## config.mk

```make
export PLATFORM = sky130hd
export DESIGN_NAME = printable_string_extractor
export DESIGN_NICKNAME = d
export VERILOG_FILES = /design/src/rtl/pse_pkg.sv /design/src/rtl/pse_scan.sv /design/src/rtl/pse_emit.sv /design/src/rtl/printable_string_extractor.sv
export SDC_FILE = /design/constraint.sdc
export NUM_CORES = 1
export LEC_CHECK = 0
export BUFFER_PORTS_ARGS = -buffer_cell sky130_fd_sc_hd__buf_2
export CAP_MARGIN = 20
export CORE_MARGIN = 10
export CORE_UTILIZATION = 30
export CTS_CLUSTER_DIAMETER = 60
export CTS_CLUSTER_SIZE = 40
export DETAILED_ROUTE_END_ITERATION = 8
export HOLD_SLACK_MARGIN = 0.05
export SYNTH_ARGS = -nofsm -noshare
export SYNTH_HDL_FRONTEND = slang
export SYNTH_SLANG_ARGS = --single-unit
export TNS_END_PERCENT = 1
```

## constraint.sdc

```tcl
create_clock -name clk -period 7.22 [get_ports clk]
set_input_delay 0.722 -clock clk [delete_from_list [all_inputs] [get_ports clk]]
set_output_delay 0.722 -clock clk [all_outputs]
set_load 0.03 [all_outputs]
```

## src/rtl/pse_pkg.sv

```systemverilog
// Shared types and constants for the printable string extractor.
package pse_pkg;

    localparam int MIN_LEN_DEFAULT = 4;

    localparam int CODE_W   = 16;
    localparam int ADDR_W   = 64;
    localparam int PID_W    = 32;
    localparam int CFG_W    = 32;
    localparam int CFG_IDX_W = 1;

    // Configuration register indexes
    localparam logic [CFG_IDX_W-1:0] CFG_CHAR_MODE  = 1'd0;
    localparam logic [CFG_IDX_W-1:0] CFG_PROCESS_ID = 1'd1;

    // Result kinds
    localparam logic KIND_CHAR = 1'b0;
    localparam logic KIND_END  = 1'b1;

    // Printable character bounds
    localparam logic [CODE_W-1:0] PRINT_LO = 16'h0020;
    localparam logic [CODE_W-1:0] PRINT_HI = 16'h007E;
    localparam logic [CODE_W-1:0] CHAR_TAB = 16'h0009;
    localparam logic [CODE_W-1:0] CHAR_LF  = 16'h000A;
    localparam logic [CODE_W-1:0] CHAR_CR  = 16'h000D;

    // Results caused by one item: optional release of the held characters,
    // optional current character, optional end marker, in that order.
    typedef struct packed {
        logic              rel;
        logic              has_char;
        logic              has_end;
        logic [CODE_W-1:0] chr;
        logic [ADDR_W-1:0] addr;
    } burst_t;

endpackage

```

## src/rtl/pse_scan.sv

```systemverilog
// Run tracking: classifies each code unit and updates run state.
module pse_scan #(
    parameter int MIN_LEN = pse_pkg::MIN_LEN_DEFAULT
) (
    input  logic                        clk,
    input  logic                        rst_n,
    input  logic                        char_mode,
    input  logic [pse_pkg::CODE_W-1:0]  code,
    input  logic [pse_pkg::ADDR_W-1:0]  addr,
    input  logic                        sect_end,
    input  logic                        take,
    output logic                        produces,
    output pse_pkg::burst_t             burst,
    output logic [pse_pkg::CODE_W-1:0]  held_snap [MIN_LEN-1]
);
    import pse_pkg::*;

    localparam int RL_W = $clog2(MIN_LEN + 1);
    localparam logic [RL_W-1:0] RL_HOLD = RL_W'(MIN_LEN - 1);
    localparam logic [RL_W-1:0] RL_FULL = RL_W'(MIN_LEN);

    logic [RL_W-1:0]   run_len_reg, run_len_next;
    logic [ADDR_W-1:0] run_start_reg, run_start_next;
    logic [CODE_W-1:0] held_reg [MIN_LEN-1];
    logic [CODE_W-1:0] held_next [MIN_LEN-1];

    logic [CODE_W-1:0] c;
    logic              printable;

    always_comb
    begin
        c = char_mode ? code : {8'h00, code[7:0]};
        printable = (c >= PRINT_LO && c <= PRINT_HI) || c == CHAR_TAB || c == CHAR_LF
                    || (!char_mode && c == CHAR_CR);

        run_len_next   = run_len_reg;
        run_start_next = run_start_reg;
        held_next      = held_reg;
        burst.rel      = 1'b0;
        burst.has_char = 1'b0;
        burst.has_end  = 1'b0;
        burst.chr      = c;

        if (printable)
        begin
            if (run_len_reg == '0)
                run_start_next = addr;
            if (run_len_reg < RL_HOLD)
            begin
                // shift in, oldest character stays at entry zero
                for (int i = 0; i < MIN_LEN - 2; i++)
                    held_next[i] = held_reg[i+1];
                held_next[MIN_LEN-2] = c;
                run_len_next = run_len_reg + 1'b1;
            end
            else if (run_len_reg == RL_HOLD)
            begin
                burst.rel      = 1'b1;
                burst.has_char = 1'b1;
                run_len_next   = RL_FULL;
            end
            else
            begin
                burst.has_char = 1'b1;
            end
        end
        else
        begin
            burst.has_end = (run_len_reg >= RL_FULL);
            run_len_next  = '0;
        end

        // close the run after the last unit of a section
        if (sect_end)
        begin
            if (run_len_next >= RL_FULL)
                burst.has_end = 1'b1;
            run_len_next = '0;
        end

        burst.addr = run_start_next;
        produces   = burst.rel | burst.has_char | burst.has_end;
        held_snap  = held_reg;
    end

    always_ff @(posedge clk or negedge rst_n)
    begin
        if (!rst_n)
        begin
            run_len_reg   <= '0;
            run_start_reg <= '0;
        end
        else if (take)
        begin
            run_len_reg   <= run_len_next;
            run_start_reg <= run_start_next;
        end
    end

    always_ff @(posedge clk)
    begin
        if (take)
            held_reg <= held_next;
    end

endmodule

```

## src/rtl/pse_emit.sv

```systemverilog
// Result sequencer: holds one burst and hands out its results one per cycle while out_ready is high.
module pse_emit #(
    parameter int MIN_LEN = pse_pkg::MIN_LEN_DEFAULT
) (
    input  logic                        clk,
    input  logic                        rst_n,
    input  logic                        load,
    input  pse_pkg::burst_t             burst,
    input  logic [pse_pkg::CODE_W-1:0]  held_snap [MIN_LEN-1],
    output logic                        burst_ready,
    output logic                        out_valid,
    input  logic                        out_ready,
    output logic                        kind,
    output logic [pse_pkg::CODE_W-1:0]  char_value,
    output logic [pse_pkg::ADDR_W-1:0]  string_addr,
    output logic                        burst_last
);
    import pse_pkg::*;

    localparam int REM_W = $clog2(MIN_LEN);

    logic              bvalid_reg;
    logic [REM_W-1:0]  rem_reg;
    logic              has_char_reg;
    logic              has_end_reg;
    logic [CODE_W-1:0] chr_reg;
    logic [ADDR_W-1:0] addr_reg;
    logic [CODE_W-1:0] snap_reg [MIN_LEN-1];

    logic out_take;

    always_comb
    begin
        out_valid   = bvalid_reg;
        burst_last  = (rem_reg == '0) && !(has_char_reg && has_end_reg);
        out_take    = bvalid_reg && out_ready;
        burst_ready = !bvalid_reg || (out_ready && burst_last);
        string_addr = addr_reg;
        if (rem_reg != '0)
        begin
            kind       = KIND_CHAR;
            char_value = snap_reg[0];
        end
        else if (has_char_reg)
        begin
            kind       = KIND_CHAR;
            char_value = chr_reg;
        end
        else
        begin
            kind       = KIND_END;
            char_value = '0;
        end
    end

    always_ff @(posedge clk or negedge rst_n)
    begin
        if (!rst_n)
        begin
            bvalid_reg   <= 1'b0;
            rem_reg      <= '0;
            has_char_reg <= 1'b0;
            has_end_reg  <= 1'b0;
        end
        else if (load)
        begin
            bvalid_reg   <= 1'b1;
            rem_reg      <= burst.rel ? REM_W'(MIN_LEN - 1) : '0;
            has_char_reg <= burst.has_char;
            has_end_reg  <= burst.has_end;
        end
        else if (out_take)
        begin
            if (burst_last)
                bvalid_reg <= 1'b0;
            else if (rem_reg != '0)
                rem_reg <= rem_reg - 1'b1;
            else
                has_char_reg <= 1'b0;
        end
    end

    always_ff @(posedge clk)
    begin
        if (load)
        begin
            chr_reg  <= burst.chr;
            addr_reg <= burst.addr;
            snap_reg <= held_snap;
        end
        else if (out_take && rem_reg != '0)
        begin
            // advance to the next held character
            for (int i = 0; i < MIN_LEN - 2; i++)
                snap_reg[i] <= snap_reg[i+1];
        end
    end

endmodule

```

## src/rtl/printable_string_extractor.sv

```systemverilog
// Top level of the printable string extractor.
//
// Input channel (in_valid/in_ready) takes one code unit per item with its
// address and a section_end flag; output channel (out_valid/out_ready)
// gives one result per item: a string character (kind 0) or an end marker
// (kind 1). burst_last flags the final result caused by one input item.
// Configuration: cfg_wr_en writes cfg_wdata to register cfg_index
// (0: char_mode, 1: process_id); write only while the block is idle.
// An item is registered in the input register when accepted; its first
// result is registered in the output sequencer once it can take the burst.
// Throughput: one item per cycle while each item causes at most one result
// and out_ready is high. An item that completes a run of MIN_LEN characters
// causes MIN_LEN results (MIN_LEN+1 at a section end), given one per cycle
// while out_ready is high; the next burst is held until these have left.
// Reset clears the run state, both configuration registers and both valid
// flags. A stalled receiver holds the current result; the input register
// still takes one item, and items that cause no result keep flowing.
module printable_string_extractor #(
    parameter int MIN_LEN = pse_pkg::MIN_LEN_DEFAULT
) (
    input  logic                          clk,
    input  logic                          rst_n,
    input  logic                          cfg_wr_en,
    input  logic [pse_pkg::CFG_IDX_W-1:0] cfg_index,
    input  logic [pse_pkg::CFG_W-1:0]     cfg_wdata,
    input  logic                          in_valid,
    output logic                          in_ready,
    input  logic [pse_pkg::CODE_W-1:0]    code_unit,
    input  logic [pse_pkg::ADDR_W-1:0]    unit_addr,
    input  logic                          section_end,
    output logic                          out_valid,
    input  logic                          out_ready,
    output logic                          kind,
    output logic [pse_pkg::CODE_W-1:0]    char_value,
    output logic [pse_pkg::ADDR_W-1:0]    string_addr,
    output logic [pse_pkg::PID_W-1:0]     owner_pid,
    output logic                          burst_last
);
    import pse_pkg::*;

    logic              char_mode_reg;
    logic [PID_W-1:0]  pid_reg;

    logic              in_vld_reg;
    logic [CODE_W-1:0] code_reg;
    logic [ADDR_W-1:0] addr_reg;
    logic              end_reg;

    logic              produces;
    logic              burst_ready;
    logic              scan_take;
    logic              burst_load;
    burst_t            burst;
    logic [CODE_W-1:0] held_snap [MIN_LEN-1];

    always_ff @(posedge clk or negedge rst_n)
    begin
        if (!rst_n)
        begin
            char_mode_reg <= 1'b0;
            pid_reg       <= '0;
        end
        else if (cfg_wr_en)
        begin
            unique case (cfg_index)
                CFG_CHAR_MODE:  char_mode_reg <= cfg_wdata[0];
                CFG_PROCESS_ID: pid_reg       <= cfg_wdata[PID_W-1:0];
                default: ;
            endcase
        end
    end

    // an item with results waits until the sequencer can take its burst
    assign scan_take  = in_vld_reg && (!produces || burst_ready);
    assign burst_load = scan_take && produces;
    assign in_ready   = !in_vld_reg || scan_take;
    assign owner_pid  = pid_reg;

    always_ff @(posedge clk or negedge rst_n)
    begin
        if (!rst_n)
            in_vld_reg <= 1'b0;
        else if (in_ready)
            in_vld_reg <= in_valid;
    end

    always_ff @(posedge clk)
    begin
        if (in_ready && in_valid)
        begin
            code_reg <= code_unit;
            addr_reg <= unit_addr;
            end_reg  <= section_end;
        end
    end

    pse_scan #(
        .MIN_LEN (MIN_LEN)
    ) u_scan (
        .clk       (clk),
        .rst_n     (rst_n),
        .char_mode (char_mode_reg),
        .code      (code_reg),
        .addr      (addr_reg),
        .sect_end  (end_reg),
        .take      (scan_take),
        .produces  (produces),
        .burst     (burst),
        .held_snap (held_snap)
    );

    pse_emit #(
        .MIN_LEN (MIN_LEN)
    ) u_emit (
        .clk         (clk),
        .rst_n       (rst_n),
        .load        (burst_load),
        .burst       (burst),
        .held_snap   (held_snap),
        .burst_ready (burst_ready),
        .out_valid   (out_valid),
        .out_ready   (out_ready),
        .kind        (kind),
        .char_value  (char_value),
        .string_addr (string_addr),
        .burst_last  (burst_last)
    );

    a_end_marker: assert property (@(posedge clk) disable iff (!rst_n)
        out_valid && kind == KIND_END |-> char_value == '0 && burst_last)
        else $error("end marker with character or not last in burst");

    a_no_invented: assert property (@(posedge clk) disable iff (!rst_n)
        !in_vld_reg && !out_valid |=> !out_valid)
        else $error("result appeared without an item");

    a_item_kept: assert property (@(posedge clk) disable iff (!rst_n)
        in_vld_reg && !scan_take |=> in_vld_reg && $stable(code_reg))
        else $error("pending item lost");

endmodule
```

==> impl_results.md, run 1 <==
* Run status: complete, no violations
* Gr ovfl total at 0
* Detailed Place HPWL at just under 20000 µm
* Post-synth EDFFs at 257
* Die Ht at 237 µm
* Top_reg_cell synth: edfxtp_1
* Sum of negative setup slack at 0 ns
* Clock period minus worst slack at 3.81 ns
* # DRC at 0
* Async SR Flop Fraction at 0.292
* Clock Skew at 0.0340 ns
* DIE AREA at 56200 µm²
* Final Hold Violating Endpoints at 0
* Placed Cells at 1543
* Worst skew pair latency at 0.58 ns
* Post-Syn Instances at 719
* Die X at 237 µm
* Tightest Pin Transition at 0.964 ns
* Row cnt at 79
* Clk buf depth at 3
* Slew Limit Fails at 0
* Largest net degree at the start of global routing at 67
* Critical path type: register to register
* Max Cap Violations at 0
* Io pins at 235
* Tightest Hold Check Type: input pin to async pin
* Syn_area_per_cell at 19.7 µm²
* Combinational share of power at 0.141
* Setup-failing EPs final at 0
* RSZ-0062 raised after global routing: no
* Worst vdd ir at 0.164 mV
* Period utilization at 0.528
* Cell area power density at 303 nW/µm²
* Commonest non-fill, non-tap cell in the layout: edfxtp_1
* Worst setup EP type: register
* Num CTS Buffers at 29
* Cts hold-fix bufs at 0
* Routed WL per cell at 18.3 µm
* Initial Util at 0.303
* Cell variety after synth at 47
* Relative slew slack at 0.357
* Placeable Area at 46600 µm²
* CTS resizes at 0
* Net Sw Frac at 0.258
* Clock H-tree levels at 1
* Fin cells at 1599
* Sequential Power Share at 0.512
* Leakage dissipation at 6.81 nW
* I/O Buffers at between 200 and 250
* #FFs+latches synth at approximately 360
* Initial DRC count at 352
* Drt pass-1 iters at 4
* P_sw at 0.00133 W
* GPL Wtd Cong at 0.724
* CTS tree: done
* Clk network pwr share at 0.347
* RR Startpoint: u_emit.rem_reg[0]
* Most frequent cells in the layout: 257 x edfxtp_1, 233 x buf_2, 120 x mux2_4
* Fillers at 4327
* P_int at 0.00383 W
* Clk root buf: clkbuf_16
* Arrival @ worst endpoint at 4.28 ns
* Fraction of layout cells with a size suffix above 1 at 0.480
* Antenna Nets Post-Route at 0
* Nets@finish at approximately 1100
* Sink Count at between 300 and 400
* Fmax at 262 MHz
* Reg-to-Reg End: u_scan.run_start_reg[0]
* YS warnings at 0
* Syn nets at 841
* Initial antenna violation count at 7
* Sequential-to-total area share from yosys stat at 0.734
* Worst r2r path cells at 9
* Critical path launch point type: register
* Total GRT Usage at 0.100
* Clock slew at reported path FFs at 0.09 ns
* Vias per cell at 4.31
* Final core utilization at 0.366
* Critical path required time at 7.69 ns
* Max FO, Critical Path at 41
* Post-CTS Setup Repair Bufs at 0
* Post-Route WL at between 20000 and 30000 µm
* R2r setup slk at 3.41 ns
* Syn Std Cell Area at 14100 µm²
* Layout area overhead at 20.5%
* Hold slack final at 0.145 ns
* Vias in the first global route at between 7000 and 8000
* First-pass GRT wire length at 44800 µm
* Vias at 6893
## stage by stage
stage	area [µm²]	power [W]	setup WS [ns]
final	17000	0.00516	3.41
after global routing	17000	0.00539	3.10
after CTS	17000	0.00524	3.36
after detailed placement	15900	0.00342	3.36
after global placement	15900	0.00340	3.43
after floorplan	14100	0.00325	1.18
## per-layer routing
metal  track usage  vias to the layer above  share of wire
met5             0                        -        0.00089
met4        0.0307                        4          0.023
met3        0.0299                       43          0.068
met2         0.161                      164           0.47
met1         0.127                     3485           0.43
li1              -                     3197              -
## cells by family after synthesis
| logic type | count (synthesis) | synth area share |
|---|---|---|
| AOI/OAI and AO/OA | 48 | 0.0254 |
| xor gates and xnor gates | 1 | 0.000620 |
| adders and majority gates | 3 | 0.00266 |
| buffers and inverters | 50 | 0.0267 |
| DFF | 363 | 0.734 |
| muxes | 193 | 0.186 |
| and+or+nand+nor | 61 | 0.0250 |
## worst max-delay path by stage
| stage | to | depth (start not counted) | start |
|---|---|---|---|
| floorplan | addr_reg[0] | 7 | u_emit.rem_reg[0] |
| global placement | u_scan.run_start_reg[1] | 9 | u_emit.rem_reg[0] |
| detailed placement | u_scan.run_start_reg[0] | 9 | u_emit.rem_reg[0] |
| CTS | u_scan.run_start_reg[0] | 9 | u_emit.rem_reg[0] |
| global route | u_scan.run_start_reg[0] | 9 | u_emit.rem_reg[0] |
| finish | u_scan.run_start_reg[0] | 9 | u_emit.rem_reg[0] |
## cell usage after synthesis (2+ instances only)
| master | n | area [µm²] |
|---|---|---|
| nor2b_1 | 5 | 31.3 |
| mux2_2 | 44 | 495 |
| a21bo_2 | 2 | 20.0 |
| clkbuf_1 | 7 | 26.3 |
| a21boi_0 | 4 | 30.0 |
| dfrtp_1 | 106 | 2650 |
| o21ai_0 | 22 | 110 |
| a21o_1 | 2 | 15.0 |
| o211ai_1 | 2 | 15.0 |
| nor2_1 | 6 | 22.5 |
| buf_12 | 7 | 140 |
| a21oi_1 | 4 | 20.0 |
| mux2_4 | 120 | 1800 |
| buf_1 | 3 | 11.3 |
| and2_1 | 10 | 62.6 |
| nand3_1 | 2 | 10.0 |
| edfxtp_1 | 257 | 7720 |
| and3_1 | 3 | 18.8 |
| nand4_1 | 3 | 18.8 |
| nand2_1 | 22 | 82.6 |
| ha_1 | 3 | 37.5 |
| mux2_1 | 29 | 327 |
| buf_6 | 10 | 113 |
| inv_1 | 23 | 86.3 |
## area by class of cell
cell class	instances	area (µm²)	share of cell area
Clock buffer	29	726	0.0426
Timing Repair Buffer	244	1260	0.0738
Sequential cell	363	10400	0.609
Tap cell	607	759	0.0446
Multi-Input combinational cell	306	3390	0.199
Clock inverter	24	430	0.0253
Inverter	23	86.3	0.00507
Antenna cell	3	7.51	0.000441
## critical path, stage by stage, from the launching register on
cell	delay, ns
dfrtp_1	0.40
inv_1	0.06
ha_1	0.61
a21boi_0	0.41
a21bo_2	0.25
o21a_1	0.23
nor2b_4	0.16
buf_4	0.41
buf_4	0.69
mux2_2	0.41
## power by group through the flow
stage	Combinational, W	Clock (W)	Sequential [W]
after floorplan	0.000551	0	0.00270
after global placement	0.000723	0	0.00267
after detailed placement	0.000738	0	0.00268
after CTS	0.000741	0.00186	0.00264
after global routing	0.000776	0.00194	0.00267
final	0.000725	0.00179	0.00264
(Power assumes the default switching activity.)
==> run 2, diff against run 1 <==
==> constraint.sdc (replaced) <==
create_clock -name clk -period 3.8 [get_ports clk]
set_input_delay 0.38 -clock clk [delete_from_list [all_inputs] [get_ports clk]]
set_output_delay 0.38 -clock clk [all_outputs]
set_load 0.03 [all_outputs]
==> impl_results.md, run 2 (same netlist as run 1, synthesis figures left out) <==
* Clk root buf: clkbuf_16 (unchanged)
* Routed WL per cell at 17.9 µm (was 18.3 µm)
* Slowest cell on crit path: edfxtp_1 (was buf_4)
* Setup ws final at 0.790 ns (was 3.41 ns)
* Slew Limit Fails at 0 (unchanged)
* Worst setup EP type: output pin (was register)
* GPL Wtd Cong at 0.740 (was 0.724)
* Initial antenna violation count at 2 (was 7)
* Gr ovfl total at 0 (unchanged)
* Leakage dissipation at 7.36 nW (was 6.81 nW)
* Vias in the first global route at 7951 (was 7534)
* CTS tree: done (unchanged)
* Post-CTS Setup Repair Bufs at 0 (unchanged)
* Power after layout at 0.0101 W (was 0.00516 W)
* Die Ht at 237 µm (unchanged)
* Clk buf depth at 3 (unchanged)
* Placeable Area at 46600 µm² (unchanged)
* Io pins at 235 (unchanged)
* Post-Route WL at 30700 µm (was 29200 µm)
* Worst vdd ir at 0.453 mV (was 0.164 mV)
* Period utilization at 0.792
* Largest net degree at the start of global routing at 82 (was 67)
* Placed Cells at 1545 (was 1543)
* Vias per cell at 4.27 (was 4.31)
* # DRC at 0 (unchanged)
* Antenna Nets Post-Route at 0 (unchanged)
* Critical path type: register to output pin (was register to register)
* Layout area overhead at 29.6% (was 20.5%)
* Fillers at 4174 (was 4327)
* DIE AREA at 56200 µm² (unchanged)
* Arrival @ worst endpoint at 2.63 ns (was 4.28 ns)
* Max FO, Critical Path at 6 (was 41)
* Most frequent cells in the layout: 257 x edfxtp_1, 233 x buf_2, 120 x mux2_4 (unchanged)
* Num CTS Buffers at 31 (was 29)
* Max Cap Violations at 0 (unchanged)
* Pre-CTS worst setup slack at 0.907 ns (was 3.36 ns)
* Die X at 237 µm (unchanged)
* Tightest Hold Check Type: input pin to register (was input pin to async pin)
* First-pass GRT wire length at 47400 µm (was 44800 µm)
* Vias at 7334 (was 6893)
* Initial DRC count at 457 (was 352)
* Detailed Place HPWL at 19700 µm (was 19600 µm)
* Clock H-tree levels at 1 (unchanged)
* Clock Skew at 0.0264 ns (was 0.0340 ns)
* Slowest stage delay, CP at 0.50 ns (was 0.69 ns)
* Critical path required time at 3.42 ns (was 7.69 ns)
* Clock slew at reported path FFs at 0.09 ns (about the same)
* Fin cells at 1718 (was 1599)
* Initial Util at 0.303 (unchanged)
* Cell area power density at 550 nW/µm² (was 303 nW/µm²)
* Nets@finish at 1208 (was 1089)
* Total GRT Usage at 0.106 (was 0.100)
* Worst skew pair latency at 0.58 ns (about the same)
* Commonest non-fill, non-tap cell in the layout: edfxtp_1 (unchanged)
* Drt pass-1 iters at 4 (unchanged)
* Final Hold Violating Endpoints at 0 (unchanged)
* I/O Buffers at 234 (unchanged)
* Setup-failing EPs final at 0 (unchanged)
* Tightest Pin Transition at 0.904 ns (was 0.964 ns)
* CP cell instances: and4_1 -> a211oi_2 -> a41oi_4 -> nor2_1 -> inv_1 -> buf_2 (was inv_1 -> ha_1 -> a21boi_0 -> a21bo_2 -> o21a_1 -> nor2b_4 -> buf_4 -> buf_4 -> mux2_2)
* Sink Count at 363 (unchanged)
* RSZ-0062 raised after global routing: no (unchanged)
* Clock period minus worst slack at 3.01 ns
* Run status: complete, no violations (unchanged)
* Fraction of layout cells with a size suffix above 1 at 0.432 (was 0.480)
* Fmax at 332 MHz
* Row cnt at 79 (unchanged)
* Relative slew slack at 0.397 (was 0.357)
* Critical path launch point type: register (unchanged)
run 2: cell count changes in the layout (fill, tap and decap cells not counted), moves of 3 or more:
cell / before / now
clkinv_8: 7 / 3
inv_12: 2 / 5
buf_4: 10 / 6
clkinv_16: 5 / 2
dlygate4sd3_1: 0 / 115
inv_6: 2 / 5
buf_12: 0 / 6
run 2: where the power goes:
| part | switching, W | internal (W) |
|---|---|---|
| combinational | 0.000502 | 0.000979 |
| sequential | 0.000244 | 0.00477 |
| clock | 0.00181 | 0.00177 |
| total | 0.00255 | 0.00752 |
run 2: what timing repair did:
action | 4_1_cts | 5_1_grt
gates resized for setup | 0 | 0
endpoints found under the hold margin | 172 | 0
hold buffers | 115 | 0
run 2: cell type report:
type                       instances  area [µm²]  area share
antenna                            1        2.50    0.000137
clock buffer                      32         779      0.0426
clock inverter                    25         413      0.0225
inverter                          23        86.3     0.00471
multi-input combinational        306        3390       0.185
sequential                       363       10400       0.566
tap                              607         759      0.0415
timing repair buffer             361        2510       0.137
run 2: critical path: cells and delay by family, from the launching register on:
kind / cells / cell delay (ns)
flops: 1 / 0.50
buf+inv: 2 / 0.28
simple gates: 2 / 0.53
compound gates: 2 / 0.76
run 2: stage by stage:
| step | util | area, µm² | hold WS [ns] | TNS, ns |
|---|---|---|---|---|
| after floorplan | - | 14100 | 0.0844 | -1.34 |
| after global placement | 0.342 | 15900 | 0.423 | 0 |
| after detailed placement | 0.343 | 16000 | 0.431 | 0 |
| after CTS | 0.393 | 18300 | 0.139 | 0 |
| after global routing | 0.393 | 18300 | 0.164 | 0 |
| final | 0.393 | 18300 | 0.179 | 0 |
run 2: final timing paths:
check / endpoint / startpoint / slack, ns / depth (start not counted)
min reg2reg: u_scan.held_snap[28] / u_scan.held_snap[12] / 0.44 / 0
max in group asynchronous: u_scan.run_start_reg[21] / rst_n / 2.52 / 3
max: in_ready / code_reg[1] / 0.79 / 6
min: char_mode_reg / cfg_index / 0.18 / 3
min in group asynchronous: u_scan.run_start_reg[10] / rst_n / 0.47 / 2
max reg2reg: u_emit.snap_reg[17] / u_emit.rem_reg[0] / 0.95 / 9
run 2: metal layers:
layer  part of all wire  up-vias  global-route usage
li1                   -     3433                   -
met1               0.42     3690               0.129
met2               0.50      164               0.184
met3              0.061       45              0.0279
met4              0.017        2              0.0251
met5            0.00042        -                   0
==> run 3, diff against run 2 <==
==> constraint.sdc (replaced) <==
create_clock -name clk -period 3.1 [get_ports clk]
set_input_delay 0.31 -clock clk [delete_from_list [all_inputs] [get_ports clk]]
set_output_delay 0.31 -clock clk [all_outputs]
set_load 0.03 [all_outputs]
==> impl_results.md, run 3 (same netlist as run 1, synthesis figures left out) <==
* Run status: complete, no violations (unchanged)
* Worst skew pair latency at 0.58 ns (about the same)
* Routed WL per cell at 17.9 µm (about the same)
* Commonest non-fill, non-tap cell in the layout: edfxtp_1 (unchanged)
* Io pins at 235 (unchanged)
* Most frequent cells in the layout: 257 x edfxtp_1, 233 x buf_2, 120 x mux2_4 (unchanged)
* Sink Count at 363 (unchanged)
* Critical path required time at 2.79 ns (was 3.42 ns)
* Clk buf depth at 3 (unchanged)
* Fmax at around 340 MHz
* Final Hold Violating Endpoints at 0 (unchanged)
* Detailed Place HPWL at 20100 µm (was 19700 µm)
* Vias at 7399 (was 7334)
* Cell area power density at 652 nW/µm² (was 550 nW/µm²)
* Relative slew slack at 0.636 (was 0.397)
* Arrival @ worst endpoint at 2.60 ns (was 2.63 ns)
* Vias per cell at 4.30 (was 4.27)
* Row cnt at 79 (unchanged)
* Tightest Hold Check Type: input pin to register (unchanged)
* Fillers at 4230 (was 4174)
* Placed Cells at 1550 (was 1545)
* Max FO, Critical Path at 6 (unchanged)
* # DRC at 0 (unchanged)
* Critical path launch point type: register (unchanged)
* GPL Wtd Cong at 0.756 (was 0.740)
* Vias in the first global route at 8082 (was 7951)
* Post-Route WL at 30700 µm (about the same)
* Num CTS Buffers at 28 (was 31)
* Fin cells at 1720 (was 1718)
* Initial antenna violation count at 4 (was 2)
* Clock Skew at 0.0239 ns (was 0.0264 ns)
* P_sw at 0.00294 W (was 0.00255 W)
* Drt pass-1 iters at 5 (was 4)
* Final core utilization at 0.391 (was 0.393)
* Die Ht at 237 µm (unchanged)
* Clk network pwr share at 0.328 (was 0.355)
* Largest net degree at the start of global routing at 65 (was 82)
* Slew Limit Fails at 0 (unchanged)
* Gr ovfl total at 0 (unchanged)
* P_int at 0.00893 W (was 0.00752 W)
* Clk root buf: clkbuf_16 (unchanged)
* I/O Buffers at 234 (unchanged)
* Placeable Area at 46600 µm² (unchanged)
* First-pass GRT wire length at 48100 µm (was 47400 µm)
* Clock H-tree levels at 1 (unchanged)
* Nets@finish at 1210 (was 1208)
* Leakage dissipation at 7.29 nW (was 7.36 nW)
* Initial DRC count at 523 (was 457)
* DIE AREA at 56200 µm² (unchanged)
* Fraction of layout cells with a size suffix above 1 at 0.434 (was 0.432)
* Layout area overhead at 28.9% (was 29.6%)
* Clock period minus worst slack at 2.91 ns
* CTS tree: done (unchanged)
* Setup-failing EPs final at 0 (unchanged)
* Net Sw Frac at 0.248 (was 0.254)
* Sequential Power Share at 0.518 (was 0.498)
* Combinational share of power at 0.154 (was 0.147)
* Critical path type: register to output pin (unchanged)
* Worst setup EP type: output pin (unchanged)
* Tightest Pin Transition at 0.546 ns (was 0.904 ns)
* Initial Util at 0.303 (unchanged)
* Period utilization at 0.939
* Antenna Nets Post-Route at 0 (unchanged)
* Worst vdd ir at 0.509 mV (was 0.453 mV)
* Die X at 237 µm (unchanged)
* Clock slew at reported path FFs at 0.08 ns (was 0.09 ns)
* R2r setup slk at 0.46 ns (was 0.95 ns)
* Max Cap Violations at 0 (unchanged)
* RSZ-0062 raised after global routing: no (unchanged)
* Total GRT Usage at 0.108 (was 0.106)
-- run 3: cell types whose count changed in the layout (fill, tap and decap cells not counted), moves of 2 or more --
cell        before  now
buf_4            6    8
clkbuf_16       31   29
clkinv_16        2    0
buf_12           6   10
clkinvlp_4       0    4
clkinv_2         0    2
inv_16           6    2
diode_2          1    3
inv_6            5    3
-- run 3: per-layer routing --
| layer | part of all wire | track usage | wire length [µm] | vias up |
|---|---|---|---|---|
| met3 | 0.063 | 0.0279 | 1920 | 46 |
| met5 | 0.00026 | 0 | 8 | - |
| met1 | 0.43 | 0.135 | 13100 | 3747 |
| met2 | 0.49 | 0.178 | 14900 | 171 |
| li1 | - | - | - | 3433 |
| met4 | 0.025 | 0.0334 | 782 | 2 |
-- run 3: metrics by stage --
stage	total power [W]	setup WS [ns]	hold slack, ns	area [µm²]	setup TNS [ns]
2_1_floorplan	0.00757	-0.166	0.0144	14100	-13.44
3_3_place_gp	0.00791	0.511	0.317	16000	0
3_5_place_dp	0.00798	0.494	0.321	16000	0
4_1_cts	0.0120	0.0295	0.104	18200	0
5_1_grt	0.0124	0.0173	0.126	18200	0
6_report	0.0119	0.190	0.132	18200	0
-- run 3: path summary, 6_finish.rpt --
check / startpoint / to / cells past startpoint
worst max-delay path: code_reg[12] / in_ready / 6
worst min-delay path: cfg_index / char_mode_reg / 3
worst max register to register: code_reg[12] / u_emit.string_addr[35] / 6
worst min register to register: u_scan.held_snap[25] / u_scan.held_snap[41] / 0
max in group asynchronous: rst_n / u_scan.run_start_reg[29] / 3
min in group asynchronous: rst_n / u_scan.run_start_reg[61] / 2
-- run 3: what timing repair did --
action | CTS | global route
resized for setup | 0 | 1
hold buffers | 115 | 0
endpoints found under the hold margin | 144 | 0
endpoints found under the setup margin | 0 | 1
setup buffers | 0 | 0
-- run 3: layout make-up --
class	count	area, µm²	area share
antenna	3	7.51	0.000412
clock buffer	29	726	0.0399
clock inverter	23	284	0.0156
inverter	23	86.3	0.00474
multi-input combinational	306	3400	0.187
sequential	363	10400	0.570
tap	607	759	0.0417
timing repair buffer	366	2580	0.142
-- run 3: power by group through the flow --
stage                     Combinational, W  Sequential, W  Clock, W
after detailed placement           0.00174        0.00624         0
after CTS                          0.00185        0.00615   0.00404
final                              0.00183        0.00615   0.00389
after floorplan                    0.00129        0.00628         0
after global placement             0.00168        0.00623         0
after global routing               0.00195        0.00622   0.00423
-- run 3: critical path, stage by stage (launching register included) --
cell and delay, ns:
edfxtp_1 0.39, or4_1 0.59, o21ai_4 0.25, a41oi_4 0.22
nor2_2 0.28, inv_1 0.08, buf_2 0.21
